## config.mk

```make
export PLATFORM = sky130hd
export DESIGN_NAME = two_axis_step_position_follower_top
export DESIGN_NICKNAME = d
export VERILOG_FILES = /design/src/rtl/tsf_pkg.sv /design/src/rtl/two_axis_step_position_follower_top.sv /design/src/rtl/tsf_scale.sv /design/src/rtl/tsf_axis.sv
export VERILOG_INCLUDE_DIRS = /design/src /design/src/rtl
export SDC_FILE = /design/constraint.sdc
export NUM_CORES = 2
export LEC_CHECK = 0
export ABC_CLOCK_PERIOD_IN_PS = 17970
export BUFFER_PORTS_ARGS = -buffer_cell sky130_fd_sc_hd__buf_2
export CAP_MARGIN = 20
export CORE_AREA = 2 2 252 204
export CTS_BUF_LIST = sky130_fd_sc_hd__clkbuf_4
export DETAILED_ROUTE_END_ITERATION = 8
export DIE_AREA = 0 0 254 206
export PLACE_DENSITY = 0.78
export SLEW_MARGIN = 10
export SYNTH_ARGS = -nofsm -noshare
export SYNTH_HDL_FRONTEND = slang
export SYNTH_SLANG_ARGS = --single-unit
```

## constraint.sdc

```tcl
create_clock -name clk -period 17.97 [get_ports clk]
set_clock_uncertainty 0.2 [all_clocks]
set_input_delay 3.594 -clock clk [delete_from_list [all_inputs] [get_ports clk]]
set_output_delay 3.594 -clock clk [all_outputs]
set_load 0.01 [all_outputs]
```

## src/rtl/two_axis_step_position_follower_top_defines.svh

```systemverilog
// ---------------------------------------------------------------------------
// Assertion macros for the two-axis step follower
// Shorthand for clocked implication checks, reset disables them.
// ---------------------------------------------------------------------------
`ifndef TWO_AXIS_STEP_POSITION_FOLLOWER_TOP_DEFINES_SVH
`define TWO_AXIS_STEP_POSITION_FOLLOWER_TOP_DEFINES_SVH

// same-cycle implication
`define TSF_ASSERT_IMP(lbl, ante, cons, msg) \
  lbl: assert property (@(posedge clk) disable iff (rst) (ante) |-> (cons)) else $error(msg);

// next-cycle implication
`define TSF_ASSERT_NXT(lbl, ante, cons, msg) \
  lbl: assert property (@(posedge clk) disable iff (rst) (ante) |=> (cons)) else $error(msg);

`endif

```

## src/rtl/tsf_pkg.sv

```systemverilog
// ---------------------------------------------------------------------------
// tsf_pkg
// Types and constants shared by the two-axis step follower.
// ---------------------------------------------------------------------------
package tsf_pkg;

  localparam int POS_BITS    = 24;
  localparam int SAMPLE_BITS = 8;
  localparam int HOST_BITS   = 16;
  localparam int SPC_BITS    = 8;
  localparam int BAND_BITS   = 16;
  localparam int PERSIST_BITS = 10;
  localparam int CNT_BITS    = 11;
  localparam int PROD_BITS   = HOST_BITS + SPC_BITS;
  localparam int WIDE_BITS   = POS_BITS + 2;
  localparam int CFG_IDX_BITS = 2;
  localparam int CFG_DATA_BITS = 16;

  localparam logic [CNT_BITS-1:0] CNT_MAX = {CNT_BITS{1'b1}};
  localparam logic [POS_BITS-1:0] POS_MAX = {1'b0, {(POS_BITS-1){1'b1}}};

  localparam logic [SPC_BITS-1:0]     SPC_RESET     = 8'd75;
  localparam logic [BAND_BITS-1:0]    BAND_RESET    = 16'd1000;
  localparam logic [PERSIST_BITS-1:0] PERSIST_RESET = 10'd100;

  localparam logic [2:0] CMD_SAMPLE = 3'd0;
  localparam logic [2:0] CMD_TICK   = 3'd1;
  localparam logic [2:0] CMD_HOST_X = 3'd2;
  localparam logic [2:0] CMD_HOST_Y = 3'd3;
  localparam logic [2:0] CMD_HOME   = 3'd4;

  localparam logic [CFG_IDX_BITS-1:0] CFG_STEPS_PER_COUNT = 2'd0;
  localparam logic [CFG_IDX_BITS-1:0] CFG_DEADBAND_STEPS  = 2'd1;
  localparam logic [CFG_IDX_BITS-1:0] CFG_PERSIST_LIMIT   = 2'd2;

  typedef struct packed {
    logic [2:0]             cmd;
    logic [SAMPLE_BITS-1:0] sample_x;
    logic [SAMPLE_BITS-1:0] sample_y;
    logic [HOST_BITS-1:0]   host_value;
    logic                   limit_x;
    logic                   limit_y;
  } req_t;

  typedef struct packed {
    logic                       step_x;
    logic                       dir_x;
    logic                       step_y;
    logic                       dir_y;
    logic signed [POS_BITS-1:0] pos_x;
    logic signed [POS_BITS-1:0] pos_y;
    logic signed [POS_BITS-1:0] target_x;
    logic signed [POS_BITS-1:0] target_y;
    logic                       homed;
  } res_t;

  typedef struct packed {
    logic sample;
    logic tick;
    logic host;
    logic home;
  } axis_op_t;

  typedef struct packed {
    logic                       step;
    logic                       dir;
    logic signed [POS_BITS-1:0] pos;
    logic signed [POS_BITS-1:0] target;
  } axis_res_t;

endpackage

```

## src/rtl/two_axis_step_position_follower_top.sv

```systemverilog
// ---------------------------------------------------------------------------
// two_axis_step_position_follower_top
// Two-axis stepper setpoint follower with sample persistence filtering.
// ---------------------------------------------------------------------------
// Each request runs through an input register and a result register with
// combinational logic between them, so one request per cycle is taken while
// the output is not stalled. The critical path is the 16x8 scaling multiply
// followed by the signed deadband compare and counter update of an axis.
// Both sides may stall freely; two requests can be held.
module two_axis_step_position_follower_top import tsf_pkg::*; (
  input  logic                     clk,
  input  logic                     rst,
  input  logic                     req_valid,
  output logic                     req_stall,
  input  req_t                     req,
  output logic                     res_valid,
  input  logic                     res_stall,
  output res_t                     res,
  input  logic                     cfg_we,
  input  logic [CFG_IDX_BITS-1:0]  cfg_index,
  input  logic [CFG_DATA_BITS-1:0] cfg_data
);

`include "two_axis_step_position_follower_top_defines.svh"

  logic [SPC_BITS-1:0]     steps_per_count;
  logic [BAND_BITS-1:0]    deadband_steps;
  logic [PERSIST_BITS-1:0] persist_limit;

  req_t  s1;
  logic  s1_valid;
  logic  advance, fire;
  res_t  res_next;

  logic signed [POS_BITS-1:0] sx_steps, sy_steps, host_steps;
  axis_op_t  op_x, op_y;
  axis_res_t ax_x, ax_y;

  assign advance   = !res_valid || !res_stall;
  assign fire      = s1_valid && advance;
  assign req_stall = s1_valid && !advance;

  always_ff @(posedge clk) begin
    if (rst) begin
      steps_per_count <= SPC_RESET;
      deadband_steps  <= BAND_RESET;
      persist_limit   <= PERSIST_RESET;
    end else if (cfg_we) begin
      case (cfg_index)
        CFG_STEPS_PER_COUNT: steps_per_count <= cfg_data[SPC_BITS-1:0];
        CFG_DEADBAND_STEPS:  deadband_steps  <= cfg_data[BAND_BITS-1:0];
        CFG_PERSIST_LIMIT:   persist_limit   <= cfg_data[PERSIST_BITS-1:0];
        default: ;
      endcase
    end
  end

  always_ff @(posedge clk) begin
    if (rst) begin
      s1_valid <= 1'b0;
    end else if (!req_stall) begin
      s1_valid <= req_valid;
    end
  end

  always_ff @(posedge clk) begin
    if (!req_stall && req_valid) s1 <= req;
  end

  tsf_scale u_scale_x (
    .value           (HOST_BITS'(s1.sample_x)),
    .steps_per_count (steps_per_count),
    .scaled          (sx_steps)
  );

  tsf_scale u_scale_y (
    .value           (HOST_BITS'(s1.sample_y)),
    .steps_per_count (steps_per_count),
    .scaled          (sy_steps)
  );

  tsf_scale u_scale_host (
    .value           (s1.host_value),
    .steps_per_count (steps_per_count),
    .scaled          (host_steps)
  );

  always_comb begin
    op_x.sample = (s1.cmd == CMD_SAMPLE);
    op_x.tick   = (s1.cmd == CMD_TICK);
    op_x.host   = (s1.cmd == CMD_HOST_X);
    op_x.home   = (s1.cmd == CMD_HOME);
    op_y        = op_x;
    op_y.host   = (s1.cmd == CMD_HOST_Y);
  end

  tsf_axis u_axis_x (
    .clk          (clk),
    .rst          (rst),
    .fire         (fire),
    .op           (op_x),
    .sample_steps (sx_steps),
    .host_steps   (host_steps),
    .limit        (s1.limit_x),
    .deadband     (deadband_steps),
    .persist      (persist_limit),
    .res          (ax_x)
  );

  tsf_axis u_axis_y (
    .clk          (clk),
    .rst          (rst),
    .fire         (fire),
    .op           (op_y),
    .sample_steps (sy_steps),
    .host_steps   (host_steps),
    .limit        (s1.limit_y),
    .deadband     (deadband_steps),
    .persist      (persist_limit),
    .res          (ax_y)
  );

  always_comb begin
    res_next.step_x   = ax_x.step;
    res_next.dir_x    = ax_x.dir;
    res_next.step_y   = ax_y.step;
    res_next.dir_y    = ax_y.dir;
    res_next.pos_x    = ax_x.pos;
    res_next.pos_y    = ax_y.pos;
    res_next.target_x = ax_x.target;
    res_next.target_y = ax_y.target;
    res_next.homed    = (s1.cmd == CMD_HOME) && s1.limit_x && s1.limit_y;
  end

  always_ff @(posedge clk) begin
    if (rst) begin
      res_valid <= 1'b0;
    end else if (advance) begin
      res_valid <= s1_valid;
    end
  end

  always_ff @(posedge clk) begin
    if (fire) res <= res_next;
  end

  // input is held back only while both stages are occupied
  `TSF_ASSERT_IMP(a_stall_full, req_stall, s1_valid && res_valid && res_stall, "stall without full pipe")
  `TSF_ASSERT_IMP(a_homed_no_step, res_valid && res.homed, !res.step_x && !res.step_y, "homed with step")
  `TSF_ASSERT_IMP(a_fwd_x, res_valid && res.step_x && res.dir_x, res.pos_x <= res.target_x, "x overshoot")
  `TSF_ASSERT_NXT(a_hold_res, res_valid && res_stall, res_valid && $stable(res), "response lost")

endmodule

```

## src/rtl/tsf_scale.sv

```systemverilog
// ---------------------------------------------------------------------------
// tsf_scale
// Scales a count value to motor steps, saturating at the largest position.
// ---------------------------------------------------------------------------
module tsf_scale import tsf_pkg::*; (
  input  logic [HOST_BITS-1:0]       value,
  input  logic [SPC_BITS-1:0]        steps_per_count,
  output logic signed [POS_BITS-1:0] scaled
);

  logic [PROD_BITS-1:0] product;

  assign product = value * steps_per_count;
  assign scaled  = ({1'b0, product} > (PROD_BITS+1)'(POS_MAX)) ? POS_MAX
                                                                : POS_BITS'(product);

endmodule

```

## src/rtl/tsf_axis.sv

```systemverilog
// ---------------------------------------------------------------------------
// tsf_axis
// One axis: target, position and persistence counters with their updates.
// ---------------------------------------------------------------------------
module tsf_axis import tsf_pkg::*; (
  input  logic                       clk,
  input  logic                       rst,
  input  logic                       fire,
  input  axis_op_t                   op,
  input  logic signed [POS_BITS-1:0] sample_steps,
  input  logic signed [POS_BITS-1:0] host_steps,
  input  logic                       limit,
  input  logic [BAND_BITS-1:0]       deadband,
  input  logic [PERSIST_BITS-1:0]    persist,
  output axis_res_t                  res
);

  logic signed [POS_BITS-1:0] target, target_next;
  logic signed [POS_BITS-1:0] pos, pos_next;
  logic [CNT_BITS-1:0]        above, above_next;
  logic [CNT_BITS-1:0]        below, below_next;
  logic signed [WIDE_BITS-1:0] t_w, s_w, b_w;
  logic [CNT_BITS-1:0]        above_up, below_up;
  logic                       step, dir;

  assign t_w = WIDE_BITS'(target);
  assign s_w = WIDE_BITS'(sample_steps);
  assign b_w = signed'({{(WIDE_BITS-BAND_BITS){1'b0}}, deadband});
  assign above_up = (above == CNT_MAX) ? above : above + 1'b1;
  assign below_up = (below == CNT_MAX) ? below : below + 1'b1;

  always_comb begin
    target_next = target;
    pos_next    = pos;
    above_next  = above;
    below_next  = below;
    step        = 1'b0;
    dir         = 1'b0;
    if (op.sample) begin
      if (t_w > s_w + b_w) begin
        below_next = '0;
        above_next = above_up;
        if (above_up > CNT_BITS'(persist)) target_next = sample_steps;
      end else if (t_w < s_w - b_w) begin
        above_next = '0;
        below_next = below_up;
        if (below_up > CNT_BITS'(persist)) target_next = sample_steps;
      end
    end else if (op.tick) begin
      if (target > pos) begin
        step     = 1'b1;
        dir      = 1'b1;
        pos_next = pos + POS_BITS'(1);
      end else if (target < pos) begin
        step     = 1'b1;
        pos_next = pos - POS_BITS'(1);
      end
    end else if (op.host) begin
      target_next = host_steps;
    end else if (op.home) begin
      step = !limit;
    end
  end

  always_ff @(posedge clk) begin
    if (rst) begin
      target <= '0;
      pos    <= '0;
      above  <= '0;
      below  <= '0;
    end else if (fire) begin
      target <= target_next;
      pos    <= pos_next;
      above  <= above_next;
      below  <= below_next;
    end
  end

  assign res.step   = step;
  assign res.dir    = dir;
  assign res.pos    = pos_next;
  assign res.target = target_next;

endmodule
```

==> results by group <==
Outcome
  – Status: finished clean

Worst setup path
  – Critical path arrival: 10,390 ps
  – Buf+Inv Stages, Crit Path: 5
  – Crit-path slowest cell: dfxtp_1
  – Worst-path fanout max: 19
  – Critical path's most frequent cell: nor2_1
  – Cell family contributing the most delay on the critical path: adder cells
  – Crit. End Element: register
  – Data required time of the critical path: between 15,000 and 20,000 ps
  – CP Launch Type: register
  – Critical Path Source: steps_per_count[7]
  – WS Path Type: register to register
  – Max stage delay on crit path: slightly above 800 ps
  – FF-to-FF Start: steps_per_count[7]

Detailed routing
  – DR pass1 iterations: 7
  – Initial drt markers: about 2,600
  – Met3 WL post-DR: between 8000 and 9000 um
  – DR vias: approximately 26,000
  – Met2 wire length: 36,720 um
  – Post-route ant nets: 0
  – Top Metal Used: met4
  – Avg WL per Cell: around 20 um
  – DR vias/cell: between 6 and 7
  – DRC: 0
  – Wl on met1: 35,540 um
  – Final wirelength: 83,140 um

Final layout
  – Highest-count cells in the layout ignoring fill and taps: ha_1 (356), inv_1 (321), nand2_1 (285)
  – Register Area: between 0.007 and 0.008 mm^2
  – Commonest non-fill, non-tap cell in the layout: ha_1
  – Final nets: roughly 4,100
  – Layout cell share with drive strength beyond 1: a little over a tenth
  – Post-route insts no fill: about 4,300
  – Layout area overhead: 8.578%
  – Multi-input logic area: 0.02016 mm^2
  – Fillers: 4,363

Placement
  – Placed insts: 4,107
  – Port bufs: between 150 and 200
  – Post-DP HPWL: approximately 65,000 um
  – Worst slack, placed: about 8400 ps
  – RePlAce Congestion: about 0.97

Synth
  – Dominant cell type by area after synthesis: ha_1
  – Main synth FF type: dfxtp_1
  – Yosys reg bits: approximately 310
  – Synth Instances: roughly 3,400
  – Synthesized net count: 3,940
  – Library cells used by synthesis: 83
  – Ys Warns: 0
  – Sequential area share after synthesis: 25.97%
  – EDFF count, synth: roughly 140
  – Post-synth ARST share: 0%
  – Top-area cell type share of the netlist area: between 15 and 20%
  – Avg Inst Size Synth: 8.776 um^2
  – Top post-synthesis cells by area: ha_1 (15%), edfxtp_1 (14%), dfxtp_1 (12%), fa_1 (11%), xnor2_1 (4.4%)
  – Synthesized area: just under 0.03 mm^2

Floorplanning
  – Number of top-level pins: 163
  – Die height: between 200 and 250 um
  – Die area: between 0.05 and 0.06 mm^2
  – Die Wd: ~250 um
  – Core Area: 0.05018 mm^2
  – Initial Util: around 59%
  – Cell Rows: 74

Global routing
  – Largest net degree at the start of global routing: 84
  – Total gr overflow: 0
  – Initial antenna violation count: 3
  – Total track usage: 31.41%
  – Vias in the first global route: 23,699
  – First-pass GRT wire length: between 100,000 and 150,000 um

Power and ir drop
  – Cell Pwr Density: about 130 mW/mm^2
  – Lkg Pwr: approximately 0.014 uW
  – VDD IR-drop max: a little under 0.09 mV

Timing
  – Setup TNS: 0 ps
  – Fin crit period: 9790 ps
  – Slew at the pin closest to its max-slew limit: roughly 1300 ps
  – RSZ-0062 raised after global routing: false
  – Hold Vio Cnt, Final: 0
  – Slew Viols, Final: 0
  – Final setup fails: 0
  – Post-route clock period utilization: a little over half
  – Relative slew slack: between 15 and 20%
  – Fmax: 0.1022 GHz
  – Setup WS post-layout: 8180 ps

Clock network
  – TritonCTS clock tree: built
  – Post-cts resize count: 0
  – Clock transition at the registers of the reported paths: ~80 ps
  – CTS Root Cell: clkbuf_4
  – Clock Sinks: between 300 and 400
  – Clock Latency Late Sink: 900 ps
  – CTS Buffer Depth: 3
  – Setup Fix Bufs, Post-CTS: 0
  – TritonCTS Buffers: between 80 and 90
  – Cts hold-fix bufs: 0
  – H-tree depth: 3

Job
  – Max-cap violation count: 0

Min path
  – Startpoint of the worst hold path: persist_limit[3]
  – Worst min-delay path category: register to register
[registers in the layout, summed over array words and instances, names as in the netlist, 8 cells and up]
name	count
res	101
s1	37
u_axis_x.pos	24
u_axis_x.target	24
u_axis_y.pos	24
u_axis_y.target	24
deadband_steps	16
u_axis_x.above	11
u_axis_x.below	11
u_axis_y.above	11
u_axis_y.below	11
persist_limit	10
steps_per_count	8
[worst register-to-register path, delay by kind of cell (launching register included)]
kind	cells	cell delay, ps
compound gates	12	2320
xor+xnor	1	320
fa+ha+maj	7	3180
flops	1	830
simple gates	9	1900
buf+inv	5	950
[through the flow]
stage	hold slack, ps	utilization (%)	total power, uW	area [um^2]
finish	260.6	63.88	4083	32050
global route	277.6	63.88	4375	32050
CTS	259.6	63.81	4034	32020
detailed placement	251.0	61.57	3346	30900
global placement	243.6	61.57	3330	30900
floorplan	236.3	-	2673	29520
[layout make-up]
type / instances / area share [%]
sequential: 314 / 23.92
tap: 684 / 2.670
timing repair buffer: 187 / 3.158
inverter: 325 / 3.821
multi-input combinational: 2599 / 62.90
clock inverter: 34 / 0.5972
clock buffer: 124 / 2.904
antenna: 4 / 0.03123
[Yosys cell counts, types with 41 or more instances]
cell type	instances
nor2_1	284
edfxtp_1	138
clkbuf_1	113
nor3_1	90
a21o_1	45
dfxtp_1	176
inv_1	321
ha_1	356
nand4_1	41
o21ai_0	111
fa_1	160
and2_1	178
xnor2_1	147
nand3_1	84
a21oi_1	192
nand2_1	286
[where the power goes]
| group | internal [uW] | switching [uW] | total (uW) | leakage (uW) |
|---|---|---|---|---|
| Sequential | 791 | 43.1 | 835 | 0.00277 |
| Combinational | 977 | 1600 | 2580 | 0.0110 |
| Clock | 325 | 347 | 672 | 0.000672 |
[final timing paths]
path | endpoint | slack (ps) | cells past startpoint
min | persist_limit[3] | 260 | 2
min reg2reg | persist_limit[3] | 260 | 2
max reg2reg | u_axis_y.above[7] | 8180 | 34
max | u_axis_y.above[7] | 8180 | 34
[cells by family (layout without fill, tap and decap cells)]
group / count (synthesis) / count (layout) / share of synthesized area, %
simple gates: 1187 / 1187 / 20.05
compound gates: 673 / 673 / 15.34
fa+ha+maj: 516 / 516 / 25.94
buf+inv: 451 / 670 / 5.781
flops: 314 / 314 / 25.97
xor+xnor: 174 / 174 / 5.162
mux: 49 / 49 / 1.759
other cells: 0 / 4 / 0
[routing by layer]
| layer | track usage [%] | vias up |
|---|---|---|
| li1 | - | 12140 |
| met1 | 43.35 | 12145 |
| met2 | 48.95 | 1175 |
| met3 | 7.443 | 181 |
| met4 | 9.601 | 0 |
| met5 | 0 | - |
Note: power is estimated with default switching activity, not from simulation.
